$ cat src/design/assert_macros.svh
// Assertion macros for the top-level design file.
`ifndef ASSERT_MACROS_SVH
`define ASSERT_MACROS_SVH

// Check cons in the same cycle as ante.
`define ASSERT_IMP(lbl, ante, cons) \
    lbl: assert property (@(posedge clk) disable iff (!rst_n) (ante) |-> (cons)) \
        else $error("assertion lbl failed");

// Check cons in the cycle after ante.
`define ASSERT_NXT(lbl, ante, cons) \
    lbl: assert property (@(posedge clk) disable iff (!rst_n) (ante) |=> (cons)) \
        else $error("assertion lbl failed");

`endif

$ cat src/design/oladl_pkg.sv
// Types and constants of the ordered list block.
package oladl_pkg;

    localparam int VALUE_W = 32;
    localparam int POS_W   = 16;

    typedef enum logic [1:0] {
        MODE_APPEND = 2'd0,
        MODE_DELETE = 2'd1,
        MODE_LIST   = 2'd2
    } mode_t;

    typedef enum logic [2:0] {
        ST_OK    = 3'd0,
        ST_FULL  = 3'd1,
        ST_EMPTY = 3'd2,
        ST_BOUND = 3'd3,
        ST_NEG   = 3'd4
    } status_t;

    typedef enum logic [2:0] {
        S_IDLE,
        S_DEL_RD,
        S_DEL_SHIFT,
        S_DEL_DONE,
        S_LIST
    } state_t;

    typedef struct packed {
        logic [VALUE_W-1:0] value;
        status_t            status;
        logic               last;
    } res_t;

    typedef struct packed {
        logic busy;
        logic empty;
        logic full;
    } ctrl_stat_t;

endpackage

$ cat src/design/oladl_ram.sv
// Generic simple dual-port RAM with registered read.
module oladl_ram #(
    parameter int WIDTH = 32,
    parameter int DEPTH = 16
) (
    input  logic                     clk,
    input  logic                     we,
    input  logic [$clog2(DEPTH)-1:0] waddr,
    input  logic [WIDTH-1:0]         wdata,
    input  logic                     re,
    input  logic [$clog2(DEPTH)-1:0] raddr,
    output logic [WIDTH-1:0]         rdata
);

    logic [WIDTH-1:0] mem_reg [DEPTH];
    logic [WIDTH-1:0] rdata_reg;

    always_ff @(posedge clk)
    begin
        if (we)
        begin
            mem_reg[waddr] <= wdata;
        end
        if (re)
        begin
            rdata_reg <= mem_reg[raddr];
        end
    end

    assign rdata = rdata_reg;

endmodule

$ cat src/design/oladl_ctrl.sv
// Sequencer for append, delete with shift, and list read-out over the entry RAM.
module oladl_ctrl #(
    parameter int DEPTH = 16
) (
    input  logic                          clk,
    input  logic                          rst_n,
    input  logic                          cmd_valid,
    output logic                          cmd_ready,
    input  logic [1:0]                    cmd_mode,
    input  logic [oladl_pkg::VALUE_W-1:0] cmd_value,
    input  logic [oladl_pkg::POS_W-1:0]   cmd_pos,
    output logic                          rslt_valid,
    input  logic                          rslt_ready,
    output oladl_pkg::res_t               rslt,
    output oladl_pkg::ctrl_stat_t         stat,
    output logic                          ram_we,
    output logic [$clog2(DEPTH)-1:0]      ram_waddr,
    output logic [oladl_pkg::VALUE_W-1:0] ram_wdata,
    output logic                          ram_re,
    output logic [$clog2(DEPTH)-1:0]      ram_raddr,
    input  logic [oladl_pkg::VALUE_W-1:0] ram_rdata
);
    import oladl_pkg::*;

    localparam int AW = $clog2(DEPTH);
    localparam int CW = $clog2(DEPTH + 1);

    state_t             state_reg, state_next;
    logic [CW-1:0]      count_reg, count_next;
    logic [AW-1:0]      idx_reg, idx_next;
    logic [VALUE_W-1:0] removed_reg, removed_next;

    logic [AW-1:0]      idx_inc;
    logic [CW-1:0]      idx_p1_c;
    logic [CW-1:0]      idx_p2_c;
    logic [POS_W-1:0]   count_w;
    logic               full;
    logic               empty;
    logic               list_last;

    assign idx_inc   = idx_reg + 1'b1;
    assign idx_p1_c  = CW'(idx_reg) + CW'(1);
    assign idx_p2_c  = CW'(idx_reg) + CW'(2);
    assign count_w   = POS_W'(count_reg);
    assign full      = (count_reg == CW'(DEPTH));
    assign empty     = (count_reg == '0);
    assign list_last = (idx_p1_c == count_reg);

    assign stat.busy  = (state_reg != S_IDLE);
    assign stat.empty = empty;
    assign stat.full  = full;

    always_ff @(posedge clk or negedge rst_n)
    begin
        if (!rst_n)
        begin
            state_reg <= S_IDLE;
            count_reg <= '0;
            idx_reg   <= '0;
        end
        else
        begin
            state_reg <= state_next;
            count_reg <= count_next;
            idx_reg   <= idx_next;
        end
    end

    always_ff @(posedge clk)
    begin
        removed_reg <= removed_next;
    end

    always_comb
    begin
        state_next   = state_reg;
        count_next   = count_reg;
        idx_next     = idx_reg;
        removed_next = removed_reg;
        cmd_ready    = 1'b0;
        rslt_valid   = 1'b0;
        rslt.value   = '0;
        rslt.status  = ST_OK;
        rslt.last    = 1'b1;
        ram_we       = 1'b0;
        ram_waddr    = count_reg[AW-1:0];
        ram_wdata    = cmd_value;
        ram_re       = 1'b0;
        ram_raddr    = idx_reg;

        unique case (state_reg)
            S_IDLE:
            begin
                cmd_ready = rslt_ready;
                if (cmd_valid && rslt_ready)
                begin
                    case (mode_t'(cmd_mode))
                        MODE_APPEND:
                        begin
                            rslt_valid = 1'b1;
                            if (full)
                            begin
                                rslt.status = ST_FULL;
                            end
                            else
                            begin
                                ram_we     = 1'b1;
                                count_next = count_reg + 1'b1;
                            end
                        end
                        MODE_DELETE:
                        begin
                            if (cmd_pos[POS_W-1])
                            begin
                                rslt_valid  = 1'b1;
                                rslt.status = ST_NEG;
                            end
                            else if (empty)
                            begin
                                rslt_valid  = 1'b1;
                                rslt.status = ST_EMPTY;
                            end
                            else if (cmd_pos >= count_w)
                            begin
                                rslt_valid  = 1'b1;
                                rslt.status = ST_BOUND;
                            end
                            else
                            begin
                                ram_re     = 1'b1;
                                ram_raddr  = cmd_pos[AW-1:0];
                                idx_next   = cmd_pos[AW-1:0];
                                state_next = S_DEL_RD;
                            end
                        end
                        MODE_LIST:
                        begin
                            if (empty)
                            begin
                                rslt_valid  = 1'b1;
                                rslt.status = ST_EMPTY;
                            end
                            else
                            begin
                                ram_re     = 1'b1;
                                ram_raddr  = '0;
                                idx_next   = '0;
                                state_next = S_LIST;
                            end
                        end
                        default:
                        begin
                        end
                    endcase
                end
            end
            S_DEL_RD:
            begin
                removed_next = ram_rdata;
                if (idx_p1_c < count_reg)
                begin
                    ram_re     = 1'b1;
                    ram_raddr  = idx_inc;
                    state_next = S_DEL_SHIFT;
                end
                else
                begin
                    state_next = S_DEL_DONE;
                end
            end
            S_DEL_SHIFT:
            begin
                ram_we    = 1'b1;
                ram_waddr = idx_reg;
                ram_wdata = ram_rdata;
                idx_next  = idx_inc;
                if (idx_p2_c < count_reg)
                begin
                    ram_re    = 1'b1;
                    ram_raddr = idx_inc + 1'b1;
                end
                else
                begin
                    state_next = S_DEL_DONE;
                end
            end
            S_DEL_DONE:
            begin
                rslt_valid = 1'b1;
                rslt.value = removed_reg;
                if (rslt_ready)
                begin
                    count_next = count_reg - 1'b1;
                    state_next = S_IDLE;
                end
            end
            S_LIST:
            begin
                rslt_valid = 1'b1;
                rslt.value = ram_rdata;
                rslt.last  = list_last;
                if (rslt_ready)
                begin
                    if (list_last)
                    begin
                        state_next = S_IDLE;
                    end
                    else
                    begin
                        idx_next  = idx_inc;
                        ram_re    = 1'b1;
                        ram_raddr = idx_inc;
                    end
                end
            end
            default:
            begin
                state_next = S_IDLE;
            end
        endcase
    end

endmodule

$ cat src/design/ordered_list_append_delete.sv
// Top level of the ordered list with rear append, positional delete and read-out.
//
//  channel  direction  handshake              payload
//  cmd      in         cmd_valid / cmd_ready  mode, value, position
//  res      out        res_valid / res_ready  item_value, status, last
//
// Append and every rejected command are answered straight from the idle state. A delete
// at position p reads that entry, moves each later entry down by one and then returns
// the removed value; a read-out returns the entries in order, one per result, via the single RAM read port.
// Reset clears the entry count and the control state; RAM contents are not cleared.
// A stalled result holds in the output register while the sequencer waits on it.
`include "assert_macros.svh"

module ordered_list_append_delete #(
    parameter int DEPTH = 16
) (
    input  logic                                 clk,
    input  logic                                 rst_n,
    input  logic                                 cmd_valid,
    output logic                                 cmd_ready,
    input  logic [1:0]                           mode,
    input  logic signed [oladl_pkg::VALUE_W-1:0] value,
    input  logic signed [oladl_pkg::POS_W-1:0]   position,
    output logic                                 res_valid,
    input  logic                                 res_ready,
    output logic signed [oladl_pkg::VALUE_W-1:0] item_value,
    output logic [2:0]                           status,
    output logic                                 last
);
    import oladl_pkg::*;

    localparam int AW = $clog2(DEPTH);

    logic               rslt_valid;
    logic               rslt_ready;
    res_t               rslt;
    ctrl_stat_t         stat;
    logic               ram_we;
    logic [AW-1:0]      ram_waddr;
    logic [VALUE_W-1:0] ram_wdata;
    logic               ram_re;
    logic [AW-1:0]      ram_raddr;
    logic [VALUE_W-1:0] ram_rdata;

    logic               res_valid_reg;
    res_t               res_reg;

    oladl_ctrl #(
        .DEPTH(DEPTH)
    ) u_ctrl (
        .clk        (clk),
        .rst_n      (rst_n),
        .cmd_valid  (cmd_valid),
        .cmd_ready  (cmd_ready),
        .cmd_mode   (mode),
        .cmd_value  (value),
        .cmd_pos    (position),
        .rslt_valid (rslt_valid),
        .rslt_ready (rslt_ready),
        .rslt       (rslt),
        .stat       (stat),
        .ram_we     (ram_we),
        .ram_waddr  (ram_waddr),
        .ram_wdata  (ram_wdata),
        .ram_re     (ram_re),
        .ram_raddr  (ram_raddr),
        .ram_rdata  (ram_rdata)
    );

    oladl_ram #(
        .WIDTH(VALUE_W),
        .DEPTH(DEPTH)
    ) u_ram (
        .clk   (clk),
        .we    (ram_we),
        .waddr (ram_waddr),
        .wdata (ram_wdata),
        .re    (ram_re),
        .raddr (ram_raddr),
        .rdata (ram_rdata)
    );

    // Output register: load when empty or being drained.
    assign rslt_ready = !res_valid_reg || res_ready;

    always_ff @(posedge clk or negedge rst_n)
    begin
        if (!rst_n)
        begin
            res_valid_reg <= 1'b0;
        end
        else if (rslt_valid && rslt_ready)
        begin
            res_valid_reg <= 1'b1;
        end
        else if (res_ready)
        begin
            res_valid_reg <= 1'b0;
        end
    end

    always_ff @(posedge clk)
    begin
        if (rslt_valid && rslt_ready)
        begin
            res_reg <= rslt;
        end
    end

    assign res_valid  = res_valid_reg;
    assign item_value = res_reg.value;
    assign status     = res_reg.status;
    assign last       = res_reg.last;

    `ASSERT_IMP(a_full_not_empty, 1'b1, !(stat.full && stat.empty))
    `ASSERT_IMP(a_busy_blocks_cmd, stat.busy, !cmd_ready)
    `ASSERT_NXT(a_append_fills, cmd_valid && cmd_ready && mode == MODE_APPEND, !stat.empty)

endmodule

$ cat config.mk
export PLATFORM = sky130hd
export DESIGN_NAME = ordered_list_append_delete
export DESIGN_NICKNAME = d
export VERILOG_FILES = /design/src/design/oladl_pkg.sv /design/src/design/oladl_ram.sv /design/src/design/oladl_ctrl.sv /design/src/design/ordered_list_append_delete.sv
export VERILOG_INCLUDE_DIRS = /design/src /design/src/design
export SDC_FILE = /design/constraint.sdc
export NUM_CORES = 1
export LEC_CHECK = 0
export BUFFER_PORTS_ARGS = -buffer_cell sky130_fd_sc_hd__buf_2
export CAP_MARGIN = 20
export CORE_UTILIZATION = 56
export DETAILED_ROUTE_END_ITERATION = 10
export GPL_TIMING_DRIVEN = 0
export PLACE_DENSITY_LB_ADDON = 0.05
export SYNTH_ARGS = -nofsm -noshare
export SYNTH_HDL_FRONTEND = slang
export SYNTH_SLANG_ARGS = --single-unit
export TNS_END_PERCENT = 10
$ cat constraint.sdc
create_clock -name clk -period 3.75 [get_ports clk]
set_input_delay 0.75 -clock clk [delete_from_list [all_inputs] [get_ports clk]]
set_output_delay 0.75 -clock clk [all_outputs]
set_load 0.05 [all_outputs]
==> impl_metrics.py, run 1 <==
metrics = {
    "outcome": {
        "status": "finished with violations",
        "failed_checks": "setup timing",
    },
    "clocking": {
        "insertion_delay_ns": 0.64,
        "cts.htree.levels": 2,
        "clk_pin_slew_ns": 0.06,
        "clock-sinks": 625,
        "cts_root_buf": "clkbuf_16",
        "cts_made_buffers": 60,
        "hold_buffers": 0,
        "cts.path.max_buffers": 3,
        "cts_tree": "built",
    },
    "min_path": {
        "min_path_type": "in -> async",
    },
    "sta": {
        "setup_violations": 32,
        "fmax_mhz": 231,
        "slew_headroom_pct": 31.9,
        "slew_violations": 0,
        "period_minus_slack_ns": 4.33,
        "rsz0062_at_grt": "yes",
        "final_hold_viol_count": 0,
        "finalCritPeriodShare_pct": 116,
        "worst_pin_slew_ns": 1.02,
        "fin_worst_skew_ns": 0.0239,
        "setup_slack_ns": -0.583,
    },
    "final_layout": {
        "n_antenna_cell": 0,
        "final_layout_size_suffix_gt1_share_pct": 23.9,
        "largest_reg_flops": 512,
        "mostFrequentLayoutCells": "edfxtp_1 (612), mux2i_1 (191), nand2_1 (127)",
        "final_common_cell": "edfxtp_1",
        "syn_to_final_growth_pct": 19.0,
        "nets": 1841,
        "fin_util_pct": 67.9,
    },
    "detailed_routing": {
        "wl_per_cell_microns": 27.6,
        "dr.first_iter.drc_count": 1516,
        "drcViolationCount": 0,
        "wirelength_microns": 66300,
        "firstDrtPassIters": 5,
        "vias_per_cell": 6.16,
        "dr_total_vias": 14809,
        "ant_nets": 0,
    },
    "grt": {
        "grt_overflow_total": 0,
        "grt_antenna_before_repair": 0,
        "grt_first_pass_wirelength_microns": 96200,
        "grt_usage_pct": 28.9,
        "grt_max_degree": 23,
        "grt_pass1_vias": 14625,
    },
    "place": {
        "port_buffers": 91,
        "hpwl_microns": 40700,
        "globalplace.congestion": 0.905,
    },
    "floorplanning": {
        "rows": 77,
        "die_w_microns": 215,
        "ios": 92,
        "dieArea_sq_mm": 0.0462,
        "die-height_microns": 215,
        "start_util_pct": 57.1,
        "fp.coreArea_sq_mm": 0.0445,
    },
    "synthesis": {
        "synth_xor_area_share_pct": 0.310,
        "ys_seq_area_share_pct": 73.6,
        "async_flop_share_pct": 2.08,
        "ys_warn_count": 0,
        "synth_top_family_by_area": "multiplexers",
        "syn_area_sq_mm": 0.0254,
        "synth-simple-area-share_pct": 4.77,
        "synth_compound_area_share_pct": 7.37,
        "synth.area.mux_share_pct": 10.5,
        "postSynthAreaPerCell_sq_um": 16.5,
        "syn_inst": 1543,
        "ys_seq_elements": 625,
        "synth_ff_type": "edfxtp_1",
        "synth_edf_count": 612,
        "synthAdderAreaFrac_pct": 1.31,
        "syn_nets": 1623,
        "synth_cell_types": 57,
    },
    "critical_path": {
        "required_ns": 4.10,
        "crit_chain": "clkbuf_4 > nand2_1 > nor2_1 > ha_1 > nand3_2 > o21ai_4 > mux2i_1 > o221a_4 > nand4_1 > o22ai_4 > buf_12 > buf_12 > buf_12 > buf_16 > buf_12 > buf_12 > mux2i_1 > o22ai_1 > or4_4",
        "start_kind": "flop",
        "slowest_delay_ns": 0.55,
        "crit_buf_inv": 7,
        "critPathSlowestCell": "or4_4",
        "crit_path_end_kind": "flop",
        "cp_top_family": "simple AND/OR/NAND/NOR gates",
        "critPathKind": "reg -> reg",
        "crit_start": "u_ctrl.idx_reg[2]$_DFFE_PN0P_",
        "reg2reg_from": "u_ctrl.idx_reg[2]$_DFFE_PN0P_",
        "worstPathArrival_ns": 4.69,
        "cp_max_fo": 10,
        "cp_common_cell": "buf_12",
    },
    "run": {
        "maxCapViolations": 0,
    },
}
==> area by class of cell <==
cell class	instances	area (sq um)
fillers	3073	14300
clock inverters	36	275
inverters	21	88.8
plain buffers	77	743
clock buffers	76	1580
flip-flops and latches	625	18700
multi-input cells	817	6620
repair buffers	159	1480
well taps	592	741
==> cell families (layout without fill, tap and decap cells) <==
family	after synthesis	in the layout
muxes	259	259
and+or+nand+nor	256	256
adders and majority gates	26	26
AOI/OAI and AO/OA	267	267
xor gates and xnor gates	9	9
buffers and inverters	101	369
DFF	625	625
==> cell usage after synthesis (7+ instances only) <==
library cell  count  area (sq um)
a21oi_1          23           115
nor2_1           39           146
a211oi_1          7          52.6
nor3_1           16          80.1
mux2_2           36           405
edfxtp_1        612         18400
nand2_1         128           480
nand3_1           8          40.0
mux2_1           29           327
a22o_1           65           569
o22ai_1          97           607
dfrtp_1          13           325
mux2i_1         194          1940
a31oi_1          12          75.1
a21o_1           11          82.6
o21ai_0          21           105
clkbuf_1         44           165
buf_2            11          55.1
or4_1            33           248
buf_6            19           214
ha_1             25           313
inv_1            21          78.8
nor2b_1           7          43.8
==> path summary, 6_finish.rpt <==
kind                                                     to  slack [ns]  depth (start not counted)
max in group asynchronous   u_ctrl.count_reg[0]$_DFFE_PN0P_        3.40                          1
min in group clk           u_ctrl.removed_reg[17]$_DFFE_PP_        0.48                          0
min                           u_ctrl.idx_reg[3]$_DFFE_PN0P_        0.04                          1
max                               u_ram.rdata[30]$_DFFE_PP_       -0.58                         19
min reg2reg                u_ctrl.removed_reg[17]$_DFFE_PP_        0.48                          0
max reg2reg                       u_ram.rdata[30]$_DFFE_PP_       -0.58                         19
==> metrics by stage <==
stage / worst slack [ns] / hold slack, ns / instance area (sq um) / setup TNS, ns / std cells
6_report: -0.583 / 0.0441 / 30200 / -15.63 / 2403
4_1_cts: -0.509 / 0.0262 / 30200 / -14.24 / 2398
2_1_floorplan: -0.155 / 0.451 / 25700 / -68.38 / 1543
3_5_place_dp: -1.39 / 0.466 / 27500 / -43.06 / 2249
5_1_grt: -0.723 / 0.0555 / 30200 / -19.92 / 2403
3_3_place_gp: -1.86 / 0.461 / 26900 / -993.02 / 2226
==> layer usage <==
layer / vias up / global-route usage, % / wire (microns)
li1: 6580 / - / -
met1: 7429 / 40.6 / 27800
met2: 658 / 46.9 / 31300
met3: 142 / 4.05 / 4960
met4: 0 / 10.0 / 2120
met5: - / 0 / 0
==> timing repair <==
item | in CTS | in global routing
endpoints found under the setup margin | 52 | 58
cloned | 6 | 0
pin swaps | 35 | 18
buffers inserted | 34 | 3
gates resized for setup | 109 | 19
Power of run 1 is left out: the tool's default activity adds up to more than one toggle a clock period on the data nets, which glitch-free logic cannot reach.
==> run 2, diff against run 1 <==
- CORE_ASPECT_RATIO: unset -> 0.75
==> run 2 against run 1 <==
The flow still finishes with violations (setup timing). Global-route usage down 0.066 points. Core utilization up 0.20 points. Clock-buffer cell count fell by 6. Worst setup slack worse by 0.0083 ns.
==> impl_metrics.py, run 2 (synthesis results as in run 1) <==
metrics = {
    "outcome": {
        "status": "finished with violations",
        "failed_checks": "setup timing",
    },
    "clocking": {
        "cts_made_buffers": 58,
        "cts.path.max_buffers": 3,
        "cts_root_buf": "clkbuf_16",
        "clk_pin_slew_ns": 0.07,
        "clock-sinks": 625,
        "cts_tree": "built",
        "cts.htree.levels": 2,
        "hold_buffers": 0,
        "insertion_delay_ns": 0.63,
    },
    "final_layout": {
        "mostFrequentLayoutCells": "edfxtp_1 (612), mux2i_1 (186), nand2_1 (127)",
        "instances_no_fill": 2417,
        "largest_reg_flops": 512,
        "final_layout_size_suffix_gt1_share_pct": 25.0,
        "final_common_cell": "edfxtp_1",
        "fin_util_pct": 68.1,
        "syn_to_final_growth_pct": 19.8,
        "nets": 1864,
    },
    "floorplanning": {
        "die_w_microns": 248,
        "start_util_pct": 56.9,
        "die-height_microns": 186,
        "dieArea_sq_mm": 0.0462,
        "ios": 92,
        "fp.coreArea_sq_mm": 0.0447,
        "rows": 67,
    },
    "critical_path": {
        "start_kind": "flop",
        "rrSetupSlack_ns": -0.59,
        "required_ns": 4.10,
        "worstPathArrival_ns": 4.69,
        "crit_path_end_kind": "flop",
        "cp_max_fo": 5,
        "critPathKind": "reg -> reg",
    },
    "grt": {
        "grt_first_pass_wirelength_microns": 94700,
        "grt_overflow_total": 0,
        "grt_pass1_vias": 14315,
        "grt_max_degree": 24,
        "grt_usage_pct": 28.9,
        "grt_antenna_before_repair": 1,
    },
    "detailed_routing": {
        "drcViolationCount": 0,
        "vias_per_cell": 6.13,
        "dr_total_vias": 14823,
        "wl_per_cell_microns": 27.5,
        "ant_nets": 0,
        "dr.first_iter.drc_count": 1491,
        "firstDrtPassIters": 5,
        "wirelength_microns": 66500,
    },
    "place": {
        "globalplace.congestion": 0.908,
        "port_buffers": 91,
        "dp.cells": 2242,
        "hpwl_microns": 40600,
    },
    "sta": {
        "setup_violations": 32,
        "final_hold_viol_count": 0,
        "setup_slack_ns": -0.591,
        "slew_headroom_pct": 28.0,
        "slew_violations": 0,
        "period_minus_slack_ns": 4.34,
        "worst_pin_slew_ns": 1.08,
        "rsz0062_at_grt": "yes",
        "fmax_mhz": 230,
        "fin_worst_skew_ns": 0.0177,
        "finalCritPeriodShare_pct": 116,
    },
    "run": {
        "maxCapViolations": 0,
    },
    "min_path": {
        "min_path_type": "in -> async",
    },
}
==> run 2: cell count changes in the layout (fill, tap and decap cells not counted), sizes merged <==
cell	before	now
diode	0	1
bufbuf	1	0
clkinv	28	30
bufinv	3	1
clkbuf	115	118
buf	196	213
==> run 2: timing repair <==
item | CTS | global route
endpoints found under the setup margin | 47 | 32
pin swaps | 26 | 22
cloned | 6 | 6
buffers inserted | 53 | 5
gates resized for setup | 132 | 23
==> run 2: stage by stage <==
stage / hold WS [ns] / setup TNS, ns / instance area (sq um) / setup WS, ns
final: 0.0425 / -17.42 / 30400 / -0.591
after global routing: 0.0565 / -21.55 / 30400 / -0.705
after CTS: 0.0355 / -15.71 / 30200 / -0.530
after detailed placement: 0.467 / -39.72 / 27400 / -1.35
after global placement: 0.463 / -946.92 / 26900 / -1.75
after floorplan: 0.451 / -68.38 / 25700 / -0.155
==> run 2: layer usage <==
layer	global-route usage [%]	routed length (microns)	up-vias
met3	5.49	5420	109
met1	42.3	29100	7449
met5	1.05	64	-
met4	8.42	1580	2
met2	44.2	30400	648
li1	-	-	6615
==> run 2: critical path, stage by stage (launching register included) <==
cell,delay (ns)
dfrtp_1,0.43
clkbuf_8,0.18
clkinvlp_4,0.10
ha_4,0.29
inv_4,0.05
ha_4,0.27
nand2b_4,0.07
o21ai_4,0.21
mux2i_2,0.25
o221a_1,0.27
nand4_1,0.16
o22ai_4,0.26
buf_6,0.16
buf_6,0.12
buf_6,0.13
buf_12,0.14
mux2_4,0.30
a22o_1,0.20
or4_4,0.47
==> run 2: layout make-up <==
type / instances / area [sq um]
diodes: 1 / 2.50
plain buffers: 74 / 718
clock buffers: 70 / 1520
clock inverters: 36 / 215
fillers: 2990 / 14200
inverters: 21 / 93.8
multi-input cells: 817 / 6680
flip-flops and latches: 625 / 18700
well taps: 586 / 733
repair buffers: 187 / 1780
==> run 2: path summary, 6_finish.rpt <==
kind	from	to	cells after the start
min in group clk	u_ram.rdata[5]$_DFFE_PP_	u_ctrl.removed_reg[5]$_DFFE_PP_	0
worst min-delay path	rst_n	u_ctrl.state_reg[1]$_DFFE_PN0P_	1
worst min register to register	u_ram.rdata[5]$_DFFE_PP_	u_ctrl.removed_reg[5]$_DFFE_PP_	0
worst max-delay path	u_ctrl.idx_reg[0]$_DFFE_PN0P_	u_ram.rdata[15]$_DFFE_PP_	18
worst max register to register	u_ctrl.idx_reg[0]$_DFFE_PN0P_	u_ram.rdata[15]$_DFFE_PP_	18
max in group asynchronous	rst_n	u_ctrl.count_reg[1]$_DFFE_PN0P_	1
Power of run 2 is left out for the same reason.
